`src/sv/hbs_divider.sv`:
```
`timescale 1ns / 1ps
// Restoring divider, one quotient bit per cycle, for 31-bit unsigned operands.
// Depends on nothing beyond the clock and reset.
module hbs_divider (
  input  logic        clk_i,
  input  logic        rst_ni,
  input  logic        start_i,
  input  logic [30:0] dividend_i,
  input  logic [30:0] divisor_i,
  output logic        done_o,
  output logic [30:0] quotient_o
);

  logic [31:0] rem_q, rem_d;
  logic [30:0] dq_q, dq_d;
  logic [30:0] dvs_q, dvs_d;
  logic [4:0]  cnt_q, cnt_d;
  logic        busy_q, busy_d;
  logic        done_q, done_d;
  logic [31:0] trial;
  logic [32:0] diff;

  always_comb begin
    trial  = {rem_q[30:0], dq_q[30]};
    diff   = {1'b0, trial} - {2'b00, dvs_q};
    rem_d  = rem_q;
    dq_d   = dq_q;
    dvs_d  = dvs_q;
    cnt_d  = cnt_q;
    busy_d = busy_q;
    done_d = 1'b0;
    if (start_i) begin
      rem_d  = '0;
      dq_d   = dividend_i;
      dvs_d  = divisor_i;
      cnt_d  = '0;
      busy_d = 1'b1;
    end else if (busy_q) begin
      if (diff[32]) begin
        rem_d = trial;
        dq_d  = {dq_q[29:0], 1'b0};
      end else begin
        rem_d = diff[31:0];
        dq_d  = {dq_q[29:0], 1'b1};
      end
      cnt_d = cnt_q + 5'd1;
      if (cnt_q == 5'd30) begin
        busy_d = 1'b0;
        done_d = 1'b1;
      end
    end
  end

  always_ff @(posedge clk_i or negedge rst_ni) begin
    if (!rst_ni) begin
      busy_q <= 1'b0;
      done_q <= 1'b0;
      cnt_q  <= '0;
    end else begin
      busy_q <= busy_d;
      done_q <= done_d;
      cnt_q  <= cnt_d;
    end
  end

  always_ff @(posedge clk_i) begin
    rem_q <= rem_d;
    dq_q  <= dq_d;
    dvs_q <= dvs_d;
  end

  assign done_o     = done_q;
  assign quotient_o = dq_q;

endmodule

```
`config.mk`:
```
export PLATFORM = sky130hd
export DESIGN_NAME = hbs_divider
export DESIGN_NICKNAME = d
export VERILOG_FILES = /design/src/sv/hbs_divider.sv
export SDC_FILE = /design/constraint.sdc
export NUM_CORES = 1
export LEC_CHECK = 0
export ABC_CLOCK_PERIOD_IN_PS = 3400
export BUFFER_PORTS_ARGS = -buffer_cell sky130_fd_sc_hd__buf_2
export CORE_MARGIN = 8
export CORE_UTILIZATION = 57
export DETAILED_ROUTE_END_ITERATION = 6
export MAX_ROUTING_LAYER = met4
export PLACE_DENSITY = 0.82
export RECOVER_POWER = 50
export SLEW_MARGIN = 20
export SYNTH_ARGS = -nofsm -noshare
export SYNTH_HDL_FRONTEND = slang
export SYNTH_SLANG_ARGS = --single-unit
```
`constraint.sdc`:
```
create_clock -name clk_i -period 3.4 [get_ports clk_i]
set_clock_uncertainty 0.2 [all_clocks]
set_input_delay 1.02 -clock clk_i [delete_from_list [all_inputs] [get_ports clk_i]]
set_output_delay 1.02 -clock clk_i [all_outputs]
set_load 0.02 [all_outputs]
```
==> out/results.ini <==
[grt]
overflow=0
antenna_found_initial=0
grt_start_max_net_pins=94
grt_pass1_vias=4554
grt_usage=0.213
grt_pass1_wl_um=22000

[timing]
hold_violations=0
final.setup.tns_ns=0
worst_pin_slew_ns=2.10
holdWs_ns=0.298
fmax_ghz=0.310
rsz0062_at_grt=no
setup_ws_ns=0.178
slew_headroom=-0.401
period_minus_slack_ns=3.22
finalMaxSlewViolations=94
fin_crit_sh=0.948
finalSetupViolations=0

[cells_and_area]
final_common_cell=buf_2
area_growth_syn_to_layout_pct=14.2
multiInputGateArea_um2=2790
final_util=0.670
ff_latch_area_um2=2660
final_cell_mix=94 x buf_2, 64 x nand2_1, 62 x edfxtp_1
nNetsFinal=759
final_layout_size_suffix_gt1_frac=0.244
fillerInstances=795

[floorplan]
ios=97
initial_utilization=0.587
placementRows=36
chipWidth_um=116
dieArea_um2=13500
core_um2=9730
die_y_um=116

[route]
drt-initial-drc-count=297
drc=0
drt-total-wl_um=13700
viasPerCell=5.73
detail-route-antenna-nets=0
first_pass_iters=4
via_count=4582
routedWlPerCell_um=17.1

[logic_synthesis]
synth_ff_type=edfxtp_1
seq_area_frac_synth=0.466
syn-num-nets=670
synth_top_family_by_area=compound AO/OA/AOI/OAI gates
synth_edf_count=62
postSynthCellCount=571
synth_compound_area_frac=0.171
syn-cell-area_um2=5710
synth_adder_area_share=0.0758
synthArstFlopShare=0.0700
synth_seq_cells=100
yosysWarnings=0
synth_cell_types=67
yosys.area_share.simple=0.136
synthXorXnorAreaFrac=0.0399
synth.mux.area_fraction=0.0629
syn_avg_cell_area_um2=10.0

[clocking]
insertion_delay_ns=0.39
cts_buffers=9
clock-root-buffer=clkbuf_8
h-tree-depth=3
clock-sinks=100
cts-resized-gates=0
cts_max_path_buffers=2
cts.clk_slew.worst_paths_ns=0.10
cts-hold-fix-buffers=0
cts_tree=done
cts_setup_buffers=0

[placed_design]
portBuffers=96
hpwlAfterDp_um=10100
place.gp.congestion=0.950
pre_cts_ws_ns=0.0727

[setup_path]
path_class=register to register
rrSetupSlack_ns=0.18
crit_chain=inv_1 -> ha_1 -> fa_1 -> nor2b_1 -> o2111ai_1 -> nand4b_1 -> a21o_2 -> a211oi_2 -> or2_4 -> buf_4 -> o311a_1 -> a211oi_1
endpoint_kind=register
crit_family=compound AO/OA/AOI/OAI gates
reg2reg_depth=12
timing.rr.end=rem_q[27]
cp.required_ns=3.47
start_kind=register
worst_r2r_startpoint=quotient_o[30]
slowest_delay_ns=0.38
crit_fanout=9
path_buf_inv=2
worstPathArrival_ns=3.29
worst_path_max_delay_cell=fa_1

[pwr]
cellLeakagePower_nw=2.85
p_total_w=0.00258
ir_drop_v=0.000431
pwr_density_cell_nw_per_um2=395

[hold_path]
hold_path_class=primary input to asynchronous set/reset pin

[run_status]
status=finished with violations
violations=capacitance limit, slew limit

[run]
drv_cap=1

worst max-delay path by stage:
stage	cells after the start	slack (ns)	from	to
floorplan	12	0.32	quotient_o[30]	rem_q[27]
global placement	12	0.17	quotient_o[30]	rem_q[22]
detailed placement	12	0.07	quotient_o[30]	rem_q[22]
CTS	12	0.04	quotient_o[30]	rem_q[22]
global route	12	0.02	quotient_o[30]	rem_q[30]
finish	12	0.18	quotient_o[30]	rem_q[27]
cells in the mapped netlist (3+ instances only):
cell / count / share of area
edfxtp_1: 62 / 0.33
mux2_2: 31 / 0.061
dfxtp_1: 31 / 0.11
nor3_1: 11 / 0.0096
clkbuf_2: 3 / 0.0026
dfrtp_1: 7 / 0.031
o31ai_1: 3 / 0.0039
xor2_1: 12 / 0.018
buf_2: 5 / 0.0044
a211oi_1: 12 / 0.016
nand3_1: 11 / 0.0096
a21o_1: 14 / 0.018
clkbuf_1: 16 / 0.011
nand2b_1: 3 / 0.0033
a31oi_1: 4 / 0.0044
nor2_1: 56 / 0.037
a21oi_1: 28 / 0.025
nand4_1: 7 / 0.0077
nor2b_1: 6 / 0.0066
o21a_1: 8 / 0.011
xnor2_1: 14 / 0.021
nand2_1: 64 / 0.042
a221oi_1: 3 / 0.0046
inv_1: 39 / 0.026
o211ai_1: 3 / 0.0039
ha_1: 33 / 0.072
o21ai_0: 17 / 0.015
a211o_1: 3 / 0.0046
a311oi_1: 18 / 0.028
registers in the layout, summed over array words and instances (netlist names):
signal and cells:
dvs_q 31, cnt_q 5, done_o 1, quotient_o 31, busy_q 1, rem_q 31
logic make-up (layout without fill, tap and decap cells):
kind of cell,count (synthesis),after routing
buffers and inverters,68,162
multiplexers,32,32
flip-flops,100,100
AND/OR/NAND/NOR,174,174
XOR/XNOR,26,26
other,0,1
AO/OA/AOI/OAI,137,137
adder cells (fa/ha/maj),34,34
power by group:
part / switching (W) / total, W / internal (W)
combinational: 0.000217 / 0.000370 / 0.000153
clock: 0.000448 / 0.000805 / 0.000357
sequential: 0.0000336 / 0.00140 / 0.00137
per-stage QoR:
step | cell area [µm²] | instances
3_3_place_gp | 6320 | 782
3_5_place_dp | 6320 | 782
6_report | 6520 | 799
4_1_cts | 6530 | 798
2_1_floorplan | 5710 | 571
5_1_grt | 6520 | 798
layer usage:
layer,routed length (µm),track usage,share of wire,up-vias
li1,-,-,-,2259
met1,6190,0.265,0.45,2167
met2,6560,0.329,0.48,135
met3,638,0.0433,0.047,21
met4,286,0.0933,0.021,0
met5,0,-,0,-
final cells by class:
class                      count  area share
timing repair buffer         106      0.0850
clock buffer                  10      0.0196
sequential                   100       0.408
antenna                        1    0.000384
clock inverter                 6      0.0117
inverter                      40      0.0230
tap                          133      0.0255
multi-input combinational    403       0.427
Note: power is estimated with default switching activity, not from simulation.
