File: src/sv/hbs_pkg.sv
`timescale 1ns / 1ps
// Package for the histogram engine with binomial smoothing.
// Holds shared constants, opcode, configuration index and state types, and the cell control struct.
package hbs_pkg;

  localparam int unsigned MaxBinsDefault = 128;
  localparam logic [7:0]  BinsInUseReset = 8'd100;
  localparam logic [30:0] BinWidthReset  = 31'd65536;
  localparam logic [31:0] BinIncrement   = 32'd256;

  typedef enum logic [1:0] {
    OP_BIN    = 2'd0,
    OP_SMOOTH = 2'd1,
    OP_READ   = 2'd2,
    OP_NONE   = 2'd3
  } opcode_e;

  typedef enum logic [1:0] {
    CFG_BINS_IN_USE = 2'd0,
    CFG_BIN_WIDTH   = 2'd1,
    CFG_SPARE2      = 2'd2,
    CFG_SPARE3      = 2'd3
  } cfg_index_e;

  typedef enum logic [1:0] {
    S_IDLE,
    S_DIV,
    S_SMOOTH,
    S_DONE
  } state_e;

  typedef struct packed {
    logic smooth;
    logic first;
    logic last;
    logic active;
    logic inc;
  } cell_ctrl_t;

endpackage

File: src/sv/hbs_cell.sv
`timescale 1ns / 1ps
// One bin of the histogram chain: holds a Q24.8 count, increments it and runs
// one 1-2-1 smoothing step per cycle from its neighbors. Depends on hbs_pkg.
module hbs_cell (
  input  logic                clk_i,
  input  logic                rst_ni,
  input  hbs_pkg::cell_ctrl_t ctrl_i,
  input  logic [31:0]         left_i,
  input  logic [31:0]         right_i,
  output logic [31:0]         value_o
);

  logic [31:0] value_q, value_d;
  logic [31:0] a, b;
  logic [33:0] sum;
  logic [32:0] inc_sum;

  always_comb begin
    a       = ctrl_i.first ? value_q : left_i;
    b       = ctrl_i.last ? value_q : right_i;
    sum     = {2'b00, a} + {1'b0, value_q, 1'b0} + {2'b00, b};
    inc_sum = {1'b0, value_q} + {1'b0, hbs_pkg::BinIncrement};
    value_d = value_q;
    if (ctrl_i.smooth && ctrl_i.active) begin
      value_d = sum[33:2];
    end else if (ctrl_i.inc) begin
      value_d = inc_sum[32] ? 32'hFFFF_FFFF : inc_sum[31:0];
    end
  end

  always_ff @(posedge clk_i or negedge rst_ni) begin
    if (!rst_ni) begin
      value_q <= '0;
    end else begin
      value_q <= value_d;
    end
  end

  assign value_o = value_q;

endmodule

File: config.mk
export PLATFORM = sky130hd
export DESIGN_NAME = hbs_cell
export DESIGN_NICKNAME = d
export VERILOG_FILES = /design/src/sv/hbs_pkg.sv /design/src/sv/hbs_cell.sv
export SDC_FILE = /design/constraint.sdc
export NUM_CORES = 1
export LEC_CHECK = 0
export BUFFER_PORTS_ARGS = -buffer_cell sky130_fd_sc_hd__buf_2
export CAP_MARGIN = 20
export CELL_PAD_IN_SITES_DETAIL_PLACEMENT = 0
export CELL_PAD_IN_SITES_GLOBAL_PLACEMENT = 1
export CORE_MARGIN = 4
export CORE_UTILIZATION = 46
export CTS_CLUSTER_DIAMETER = 40
export CTS_CLUSTER_SIZE = 16
export DETAILED_ROUTE_END_ITERATION = 10
export PLACE_DENSITY_LB_ADDON = 0.1
export SLEW_MARGIN = 20
export SYNTH_ARGS = -nofsm -noshare
export SYNTH_HDL_FRONTEND = slang
export SYNTH_SLANG_ARGS = --single-unit
File: constraint.sdc
create_clock -name clk_i -period 9.9 [get_ports clk_i]
set_clock_uncertainty 0.15 [all_clocks]
set_input_delay 0.99 -clock clk_i [delete_from_list [all_inputs] [get_ports clk_i]]
set_output_delay 0.99 -clock clk_i [all_outputs]
set_load 0.05 [all_outputs]
==> results of run 1 <==
cells by family after synthesis:
group	count (synthesis)	share of synthesized area, %
flip-flops	32	16.2
multiplexers	65	14.7
adder cells (fa/ha/maj)	64	21.1
AND/OR/NAND/NOR	157	16.2
buffers and inverters	41	3.30
AO/OA/AOI/OAI	180	24.2
XOR/XNOR	24	4.26
worst max-delay path, delay by kind of cell:
kind / cells / cell delay [ns]
adder cells (fa/ha/maj): 2 / 0.99
multiplexers: 1 / 0.43
AND/OR/NAND/NOR: 1 / 0.09
AO/OA/AOI/OAI: 7 / 1.90
buffers and inverters: 1 / 0.63
layer usage:
metal | vias up | GRT usage, %
met2 | 152 | 37.8
met4 | 0 | 6.65
met3 | 22 | 2.45
li1 | 2257 | -
met5 | - | 0
met1 | 2292 | 31.2
area by class of cell:
cell class                      instances  area (sq um)
Tap cell                              136           170
Inverter                               13          48.8
Sequential cell                        32           801
Clock inverter                          1          5.00
Timing Repair Buffer                  103           518
Fill cell                            1000          4790
Clock buffer                            6          72.6
Multi-Input combinational cell        490          3970
stage by stage:
step | instance area (sq um) | util, % | instances | hold WS [ns] | setup slack (ns)
6_report | 5580 | 53.8 | 781 | 0.474 | 4.87
5_1_grt | 5580 | 53.8 | 781 | 0.514 | 4.68
4_1_cts | 5580 | 53.8 | 781 | 0.479 | 4.83
3_5_place_dp | 5510 | 53.1 | 774 | 0.464 | 4.52
3_3_place_gp | 5510 | 53.1 | 774 | 0.443 | 4.65
2_1_floorplan | 4930 | - | 563 | 0.544 | 5.24
worst max-delay path by stage:
stage | to | slack (ns) | cells after the start
final | value_o[31] | 4.87 | 12
after global routing | value_o[31] | 4.68 | 12
after CTS | value_o[31] | 4.83 | 12
after detailed placement | value_o[31] | 4.52 | 12
after global placement | value_o[31] | 4.65 | 12
after floorplan | value_o[31] | 5.24 | 13
cell usage in the layout, fill, tap and decap left out, types with 6 or more instances in the layout:
master   Yosys  layout
a21oi_1     70      70
nor2b_1      9       9
inv_1       12      12
fa_1        32      32
nand3_1     19      19
nand4_1      6       6
buf_2        4     102
a21o_1      11      11
nor3_1       8       8
dfrtp_1     32      32
ha_1        32      32
nor2_1      42      42
a31oi_1      9       9
xnor2_1     13      13
o21ai_0     10      10
o21ai_1     18      18
nand2_1     36      36
xor2_1      11      11
and3_1      13      13
mux2_2      58      58
o22ai_1      9       9
mux2i_1      6       6
==> summary.md, run 1 <==
| Metric | Value |
|---|---|
| Yosys warning count | 0 |
| Area leader, netlist | dfrtp_1 |
| Flop2flop setup slack | ~5.9 ns |
| Crit-path max cell delay | 0.63 ns |
| Num CTS Buffers | 5 |
| FMAX | 0.199 GHz |
| Met2 routed WL | 6560 um |
| Vias in the first global route | 4836 |
| Max cap viols | 0 |
| Worst Path Max Fanout | 33 |
| CP endpoint kind | register |
| Clock Path Buffers | 2 |
| Largest net degree at the start of global routing | 37 |
| Row cnt | 37 |
| Clk sinks | 32 |
| # Post-CTS Setup Buffers | 0 |
| Clock Pin Slew Worst Setup and Hold Paths | around 0.07 ns |
| Hold path cells | 2 |
| Crit path required time | 9.93 ns |
| Diodes inserted | 0 |
| Root Buffer Master | clkbuf_8 |
| Wire length per cell | 18.0 um |
| Worst Hold End | value_o[4] |
| Tcrit/Tclk final | 50.8% |
| Top cells by count, synth | a21oi_1, mux2_2, nor2_1 |
| Worst r2r dst | value_o[31] |
| Tmin final | 5.03 ns |
| Htree depth | 2 |
| Met3 WL | between 600 and 700 um |
| CP Class | primary input to register |
| Final Hold Viols | 0 |
| Worst Tran Pin Value | 0.829 ns |
| Critical Path, Cell by Cell | buf_2, mux2_2, fa_1, fa_1, a21oi_1, o21bai_1, a221oi_2, o221ai_2, a22oi_2, a32oi_1, a211oi_1, nor3_1 |
| Status | completed |
| Slew HR | approximately 45% |
| R2r worst-path depth | 11 |
| Cts hold-fix bufs | 0 |
| Final WL | 14100 um |
| Tot GR Track Use | 22.7% |
| Fin. max-slew vios | 0 |
| Cell Area, Synth | around 4900 sq um |
| Residual DRC | 0 |
| First-pass GRT wire length | 23700 um |
| Max reg flops | 32 |
| Post-synth EDFFs | 0 |
| Worst hold path startpoint | value_o[4] |
| Total negative slack | 0 ns |
| Total die area | 12400 sq um |
| Ports | 103 |
| Starting DRT DRC Count | 214 |
| CTS tree | yes |
| Vias | 4723 |
| CTS resizes | 0 |
| Nets | 780 |
| Endpoint arrival time on the critical path | roughly 5 ns |
| Dominant cells by area after synthesis | dfrtp_1, mux2_2, fa_1 |
| Routed met1 length | 6600 um |
| Flops & latches, synth | 32 |
| Synth top area share | 16.2% |
| Synth Flop Type | dfrtp_1 |
| Layout cells sized above 1 | 29.0% |
| DIE HEIGHT | roughly 110 um |
| Synth Instances | about 560 |
| Overflow after GRT | 0 |
| Buffers on Ports | 102 |
| DIE WIDTH | 112 um |
| Most frequent cell after synthesis | a21oi_1 |
| DR pass1 iterations | 5 |
| Setup violators final | 0 |
| Ys async rst share | 100% |
| Initial antenna violation count | 0 |
| Post-DRT Antenna Nets | 0 |
| Syn Nets | 698 |
| Avg Vias per Cell | 6.05 |
| Worst hold path class | register to register |
| Reg2reg start | value_o[2] |
| Placeable Area | 10400 sq um |
| Synth Area per Inst | 8.76 sq um |
| Starting Density | around 48% |
| Most Frequent Cell on Critical Path | fa_1 |
| Critical path startpoint | ctrl_i[3] |
| Post-DP HPWL | 10800 um |
| Critical path launch point type | primary input |
| Slowest stage cell, crit path | buf_2 |
| Clock latency at the later pin of the worst-skew pair | approximately 0.3 ns |
| Sequential fraction of the synthesis area | 16.2% |
| P&R area growth vs syn | 13.2% |
| Unrepaired setup endpoints after global routing | no |
| Final GP Congestion | 0.845 |
| Post-synth cell types | 68 |
| Top Layer Used | met4 |
Power of run 1 is not shown: default switching activity piles up to over one toggle a cycle in this logic, so the estimate is an artifact.
==> run 2: changes to the inputs <==
--- a/config.mk
+++ b/config.mk
@@ -10,7 +10,7 @@
 export CELL_PAD_IN_SITES_DETAIL_PLACEMENT = 0
 export CELL_PAD_IN_SITES_GLOBAL_PLACEMENT = 1
 export CORE_MARGIN = 4
-export CORE_UTILIZATION = 46
+export CORE_UTILIZATION = 38
 export CTS_CLUSTER_DIAMETER = 40
 export CTS_CLUSTER_SIZE = 16
 export DETAILED_ROUTE_END_ITERATION = 10
==> constraint.sdc (replaced) <==
create_clock -name clk_i -period 4.5 [get_ports clk_i]
set_clock_uncertainty 0.15 [all_clocks]
set_input_delay 0.45 -clock clk_i [delete_from_list [all_inputs] [get_ports clk_i]]
set_output_delay 0.45 -clock clk_i [all_outputs]
set_load 0.05 [all_outputs]
==> run 2 against run 1 <==
First-iteration DRC count rose by 14%. Critical path depth did not move. Utilization down 8.4 points. Global-route usage decreased by 2.4 points. Non-clock buffer count up 6. Register-to-register slack got worse by 5.3 ns.
==> summary.md, run 2 (same netlist as run 1, synthesis figures left out) <==
| Metric | Value |
|---|---|
| Fin. max-slew vios | 0 (unchanged) |
| Num CTS Buffers | 5 (unchanged) |
| Tot GR Track Use | 20.3% (was 22.7%) |
| Nets | 786 (was 780) |
| FMAX | 0.243 GHz |
| Clock latency at the later pin of the worst-skew pair | 0.28 ns (was 0.30 ns) |
| CTS resizes | 0 (unchanged) |
| Avg Vias per Cell | 5.68 (was 6.05) |
| Htree depth | 2 (unchanged) |
| DIE HEIGHT | 122 um (was 112 um) |
| Crit path required time | 4.56 ns (was 9.93 ns) |
| Placed cells | 816 (was 774) |
| Crit-path max cell delay | 0.48 ns (was 0.63 ns) |
| Root Buffer Master | clkbuf_16 (was clkbuf_8) |
| # Post-CTS Setup Buffers | 0 (unchanged) |
| DR pass1 iterations | 5 (unchanged) |
| Largest net degree at the start of global routing | 33 (was 37) |
| Top delay family on crit path | compound AO/OA/AOI/OAI gates (unchanged) |
| Flop2flop setup slack | 0.57 ns (was 5.90 ns) |
| Ports | 103 (unchanged) |
| Clk sinks | 32 (unchanged) |
| Row cnt | 41 (was 37) |
| R2r worst-path depth | 10 (was 11) |
| CP endpoint kind | register (unchanged) |
| Max reg flops | 32 (unchanged) |
| P&R area growth vs syn | 16.7% (was 13.2%) |
| Unrepaired setup endpoints after global routing | no (unchanged) |
| Slowest stage cell, crit path | a31oi_1 (was buf_2) |
| Status | completed (unchanged) |
| Post-DRT Antenna Nets | 0 (unchanged) |
| Clock Path Buffers | 2 (unchanged) |
| Critical path launch point type | primary input (unchanged) |
| Buffers on Ports | 102 (unchanged) |
| Layout cells sized above 1 | 29.6% (was 29.0%) |
| Worst hold path class | primary input to async pin (was register to register) |
| DIE WIDTH | 122 um (was 112 um) |
| Reg2reg start | value_o[18] (was value_o[2]) |
| Starting DRT DRC Count | 245 (was 214) |
| Placeable Area | 12700 sq um (was 10400 sq um) |
| Critical path startpoint | ctrl_i[2] (was ctrl_i[3]) |
| Residual DRC | 0 (unchanged) |
| CTS tree | yes (unchanged) |
| Max cap viols | 0 (unchanged) |
| CP Class | primary input to register (unchanged) |
| Endpoint arrival time on the critical path | 4.18 ns (was 5.06 ns) |
| Tcrit/Tclk final | 91.5% |
| Most Frequent Cell on Critical Path | and3_1 (was fa_1) |
| Overflow after GRT | 0 (unchanged) |
| First-pass GRT wire length | 24400 um (was 23700 um) |
| Clock Pin Slew Worst Setup and Hold Paths | 0.06 ns (was 0.07 ns) |
| Diodes inserted | 0 (unchanged) |
| WP buf/inv | 2 (was 1) |
| Worst setup path endpoint | value_o[28] (was value_o[31]) |
| Crit path depth | 12 (unchanged) |
| Critical Path, Cell by Cell | buf_2, buf_4, mux2_2, fa_1, ha_1, and3_1, and3_1, or3b_2, a31oi_1, o211ai_1, a31o_1, a21oi_1 (was buf_2, mux2_2, fa_1, fa_1, a21oi_1, o21bai_1, a221oi_2, o221ai_2, a22oi_2, a32oi_1, a211oi_1, nor3_1) |
| Post-DP HPWL | 11700 um (was 10800 um) |
| Most frequent cells in the layout | buf_2, a21oi_1, mux2_2, nor2_1, nand2_1 (unchanged) |
| Final Hold Viols | 0 (unchanged) |
| Vias | 4682 (was 4723) |
| Commonest non-fill, non-tap cell in the layout | buf_2 (unchanged) |
| Initial antenna violation count | 0 (unchanged) |
| Slew HR | 42.7% (was 44.8%) |
| Cts hold-fix bufs | 0 (unchanged) |
| Starting Density | 38.9% (was 47.6%) |
| Final WL | 14800 um (was 14100 um) |
| Final core occ | 45.4% (was 53.8%) |
| Total negative slack | 0 ns (unchanged) |
| Worst r2r dst | value_o[28] (was value_o[31]) |
| Vias in the first global route | 4783 (was 4836) |
| Final GP Congestion | 0.871 (was 0.845) |
| Worst Path Max Fanout | 14 (was 33) |
| Setup violators final | 0 (unchanged) |
| Total die area | 14900 sq um (was 12400 sq um) |
| Wire length per cell | 18.0 um (about the same) |
| Tmin final | ~4.1 ns |
| Worst Tran Pin Value | 0.856 ns (was 0.829 ns) |
| Post-Layout Cell Count | 824 (was 781) |
-- run 2: cell count changes in the layout (fill, tap and decap cells not counted), sizes merged --
cell and delta:
clkinv -1, clkbuf +2, buf +6
-- run 2: final cells by class --
cell class	count	area, sq um
clock buffers	8	146
inverters	13	48.8
repair buffers	109	576
well taps	172	215
fillers	1325	6920
multi-input cells	490	3970
flip-flops and latches	32	801
-- run 2: metrics by stage --
step	worst slack [ns]	hold slack (ns)	cell area (sq um)
global route	0.143	0.158	5750
CTS	0.428	0.137	5750
finish	0.381	0.0957	5750
floorplan	0.377	0.00441	4930
global placement	0.231	0.439	5610
detailed placement	0.119	0.432	5610
-- run 2: worst min path at each step --
stage          startpoint          to  slack [ns]  cells after the start
6_report           rst_ni  value_o[6]         0.1                      1
4_1_cts            rst_ni  value_o[3]        0.14                      1
2_1_floorplan      rst_ni  value_o[0]       0.004                      0
3_3_place_gp       rst_ni  value_o[6]        0.44                      1
5_1_grt            rst_ni  value_o[2]        0.16                      1
3_5_place_dp       rst_ni  value_o[6]        0.43                      1
-- run 2: routing by layer --
layer / track usage [%] / part of all wire, % / up-vias
li1: - / - / 2287
met1: 29.2 / 49 / 2272
met2: 33.7 / 47 / 114
met3: 2.04 / 4.0 / 9
met4: 3.36 / 0.78 / 0
met5: 0 / 0 / -
Power of run 2 is left out for the same reason.
==> run 3: changes to the inputs <==
--- a/config.mk
+++ b/config.mk
@@ -5,7 +5,7 @@
 export SDC_FILE = /design/constraint.sdc
 export NUM_CORES = 1
 export LEC_CHECK = 0
-export BUFFER_PORTS_ARGS = -buffer_cell sky130_fd_sc_hd__buf_2
+export BUFFER_PORTS_ARGS = -buffer_cell sky130_fd_sc_hd__clkbuf_2
 export CAP_MARGIN = 20
 export CELL_PAD_IN_SITES_DETAIL_PLACEMENT = 0
 export CELL_PAD_IN_SITES_GLOBAL_PLACEMENT = 1
@@ -14,6 +14,7 @@
 export CTS_CLUSTER_DIAMETER = 40
 export CTS_CLUSTER_SIZE = 16
 export DETAILED_ROUTE_END_ITERATION = 10
+export GPL_TIMING_DRIVEN = 0
 export PLACE_DENSITY_LB_ADDON = 0.1
 export SLEW_MARGIN = 20
 export SYNTH_ARGS = -nofsm -noshare
==> run 3 against run 2 <==
Global-route usage is 0.48 points higher. Flip-flop and latch count is the same. Utilization is 1.1 points higher. Critical path depth rose by 1. Via count is 2.4% higher. Clock-buffer cell count is 1 lower.
==> summary.md, run 3 (same netlist as run 1, synthesis figures left out) <==
| Metric | Value |
|---|---|
| Status | completed (unchanged) |
| Vias | 4794 (was 4682) |
| Tmin final | 4.24 ns (was 4.12 ns) |
| CTS tree | yes (unchanged) |
| Layout cells sized above 1 | 30.1% (was 29.6%) |
| Num CTS Buffers | 5 (unchanged) |
| Clk sinks | 32 (unchanged) |
| Cts hold-fix bufs | 0 (unchanged) |
| Clock latency at the later pin of the worst-skew pair | 0.28 ns (about the same) |
| Starting DRT DRC Count | 245 (unchanged) |
| Fill cells | 1303 (was 1325) |
| Critical path launch point type | primary input (unchanged) |
| CP endpoint kind | register (unchanged) |
| Post-DRT Antenna Nets | 0 (unchanged) |
| Unrepaired setup endpoints after global routing | no (unchanged) |
| Final worst slack | 0.257 ns (was 0.381 ns) |
| P&R area growth vs syn | 19.4% (was 16.7%) |
| DR pass1 iterations | 5 (unchanged) |
| Starting Density | 38.9% (unchanged) |
| Root Buffer Master | clkbuf_16 (unchanged) |
| DIE HEIGHT | 122 um (unchanged) |
| Buffers on Ports | 100 (was 102) |
| Residual DRC | 0 (unchanged) |
| Most frequent cells in the layout | clkbuf_2, a21oi_1, mux2_2, nor2_1, nand2_1 (was buf_2, a21oi_1, mux2_2, nor2_1, nand2_1) |
| Final Hold Viols | 0 (unchanged) |
| DIE WIDTH | 122 um (unchanged) |
| Overflow after GRT | 0 (unchanged) |
| Max cap viols | 0 (unchanged) |
| Worst Path Max Fanout | 10 (was 14) |
| Total die area | 14900 sq um (unchanged) |
| Worst Tran Pin Value | 0.856 ns (about the same) |
| Post-DP HPWL | 12200 um (was 11700 um) |
| Tot GR Track Use | 20.8% (was 20.3%) |
| Worst hold path class | primary input to async pin (unchanged) |
| Row cnt | 41 (unchanged) |
| CP Class | primary input to register (unchanged) |
| Fin. max-slew vios | 0 (unchanged) |
| Max reg flops | 32 (unchanged) |
| Initial antenna violation count | 0 (unchanged) |
| Setup violators final | 0 (unchanged) |
| FMAX | 0.236 GHz (was 0.243 GHz) |
| Crit path required time | 4.51 ns (was 4.56 ns) |
| Final WL | 15100 um (was 14800 um) |
| Clock Pin Slew Worst Setup and Hold Paths | 0.06 ns (about the same) |
| Nets | 811 (was 786) |
| Tcrit/Tclk final | 94.3% (was 91.5%) |
| Htree depth | 2 (unchanged) |
| Wire length per cell | 17.8 um (was 18.0 um) |
| R2r worst-path depth | 11 (was 10) |
| Placeable Area | 12700 sq um (unchanged) |
| Slew HR | 42.9% (was 42.7%) |
| Clock Path Buffers | 2 (unchanged) |
| Vias in the first global route | 4801 (was 4783) |
| Endpoint arrival time on the critical path | 4.25 ns (was 4.18 ns) |
| Diodes inserted | 0 (unchanged) |
| Avg Vias per Cell | 5.65 (was 5.68) |
| Commonest non-fill, non-tap cell in the layout | clkbuf_2 (was buf_2) |
| Largest net degree at the start of global routing | 33 (unchanged) |
| First-pass GRT wire length | 24800 um (was 24400 um) |
| Final GP Congestion | 0.845 (was 0.871) |
| Pre-CTS setup slack | -0.540 ns (was 0.119 ns) |
| Ports | 103 (unchanged) |
-- run 3: cell count changes in the layout (fill, tap and decap cells not counted), sizes merged --
cell | previous run | this run
clkbuf | 8 | 127
bufinv | 0 | 1
buf | 109 | 14
-- run 3: metrics by stage --
| stage | instances | setup TNS, ns | area, sq um | util (%) | hold slack (ns) |
|---|---|---|---|---|---|
| final | 849 | 0 | 5890 | 46.5 | 0.127 |
| after global routing | 849 | 0 | 5890 | 46.5 | 0.188 |
| after CTS | 843 | 0 | 5840 | 46.1 | 0.162 |
| after detailed placement | 835 | -3.74 | 5650 | 44.6 | 0.461 |
| after global placement | 835 | -3.74 | 5650 | 44.6 | 0.438 |
| after floorplan | 563 | 0 | 4930 | - | 0.00441 |
-- run 3: cell type report --
class | instances | area (sq um) | share of cell area (%)
multi-input combinational | 490 | 3970 | 67.4
sequential | 32 | 801 | 13.6
timing repair buffer | 106 | 546 | 9.26
tap | 172 | 215 | 3.65
clock buffer | 7 | 153 | 2.59
buffer | 28 | 128 | 2.17
inverter | 13 | 48.8 | 0.829
clock inverter | 1 | 30.0 | 0.510
-- run 3: what timing repair did --
action	4_1_cts	5_1_grt
setup buffers	0	6
gates resized for setup	7	4
setup endpoints to repair	8	4
pin swaps	0	3
-- run 3: critical path, cell delays in order --
cell	delay (ns)
buf_2	0.13
clkbuf_4	0.25
mux2_2	0.37
fa_1	0.51
fa_1	0.48
a21oi_1	0.23
o21bai_1	0.19
a221oi_2	0.41
o221ai_2	0.21
a22oi_2	0.39
a32oi_1	0.24
a211oi_1	0.28
nor3_1	0.08
-- run 3: worst paths after layout --
kind,start,end,slack [ns]
max,ctrl_i[3],value_o[31],0.26
min,rst_ni,value_o[7],0.13
max reg2reg,value_o[2],value_o[31],0.45
min reg2reg,value_o[0],value_o[0],0.47
max in group asynchronous,rst_ni,value_o[26],3.53
min in group clk_i,ctrl_i[1],value_o[24],0.43
-- run 3: layer usage --
layer / vias to the layer above / global-route usage [%] / wire length [um]
li1: 2330 / - / -
met1: 2300 / 30.2 / 7270
met2: 148 / 33.8 / 7030
met3: 16 / 1.72 / 602
met4: 0 / 4.76 / 233
met5: - / 0 / 0
Power of run 3 is left out for the same reason.
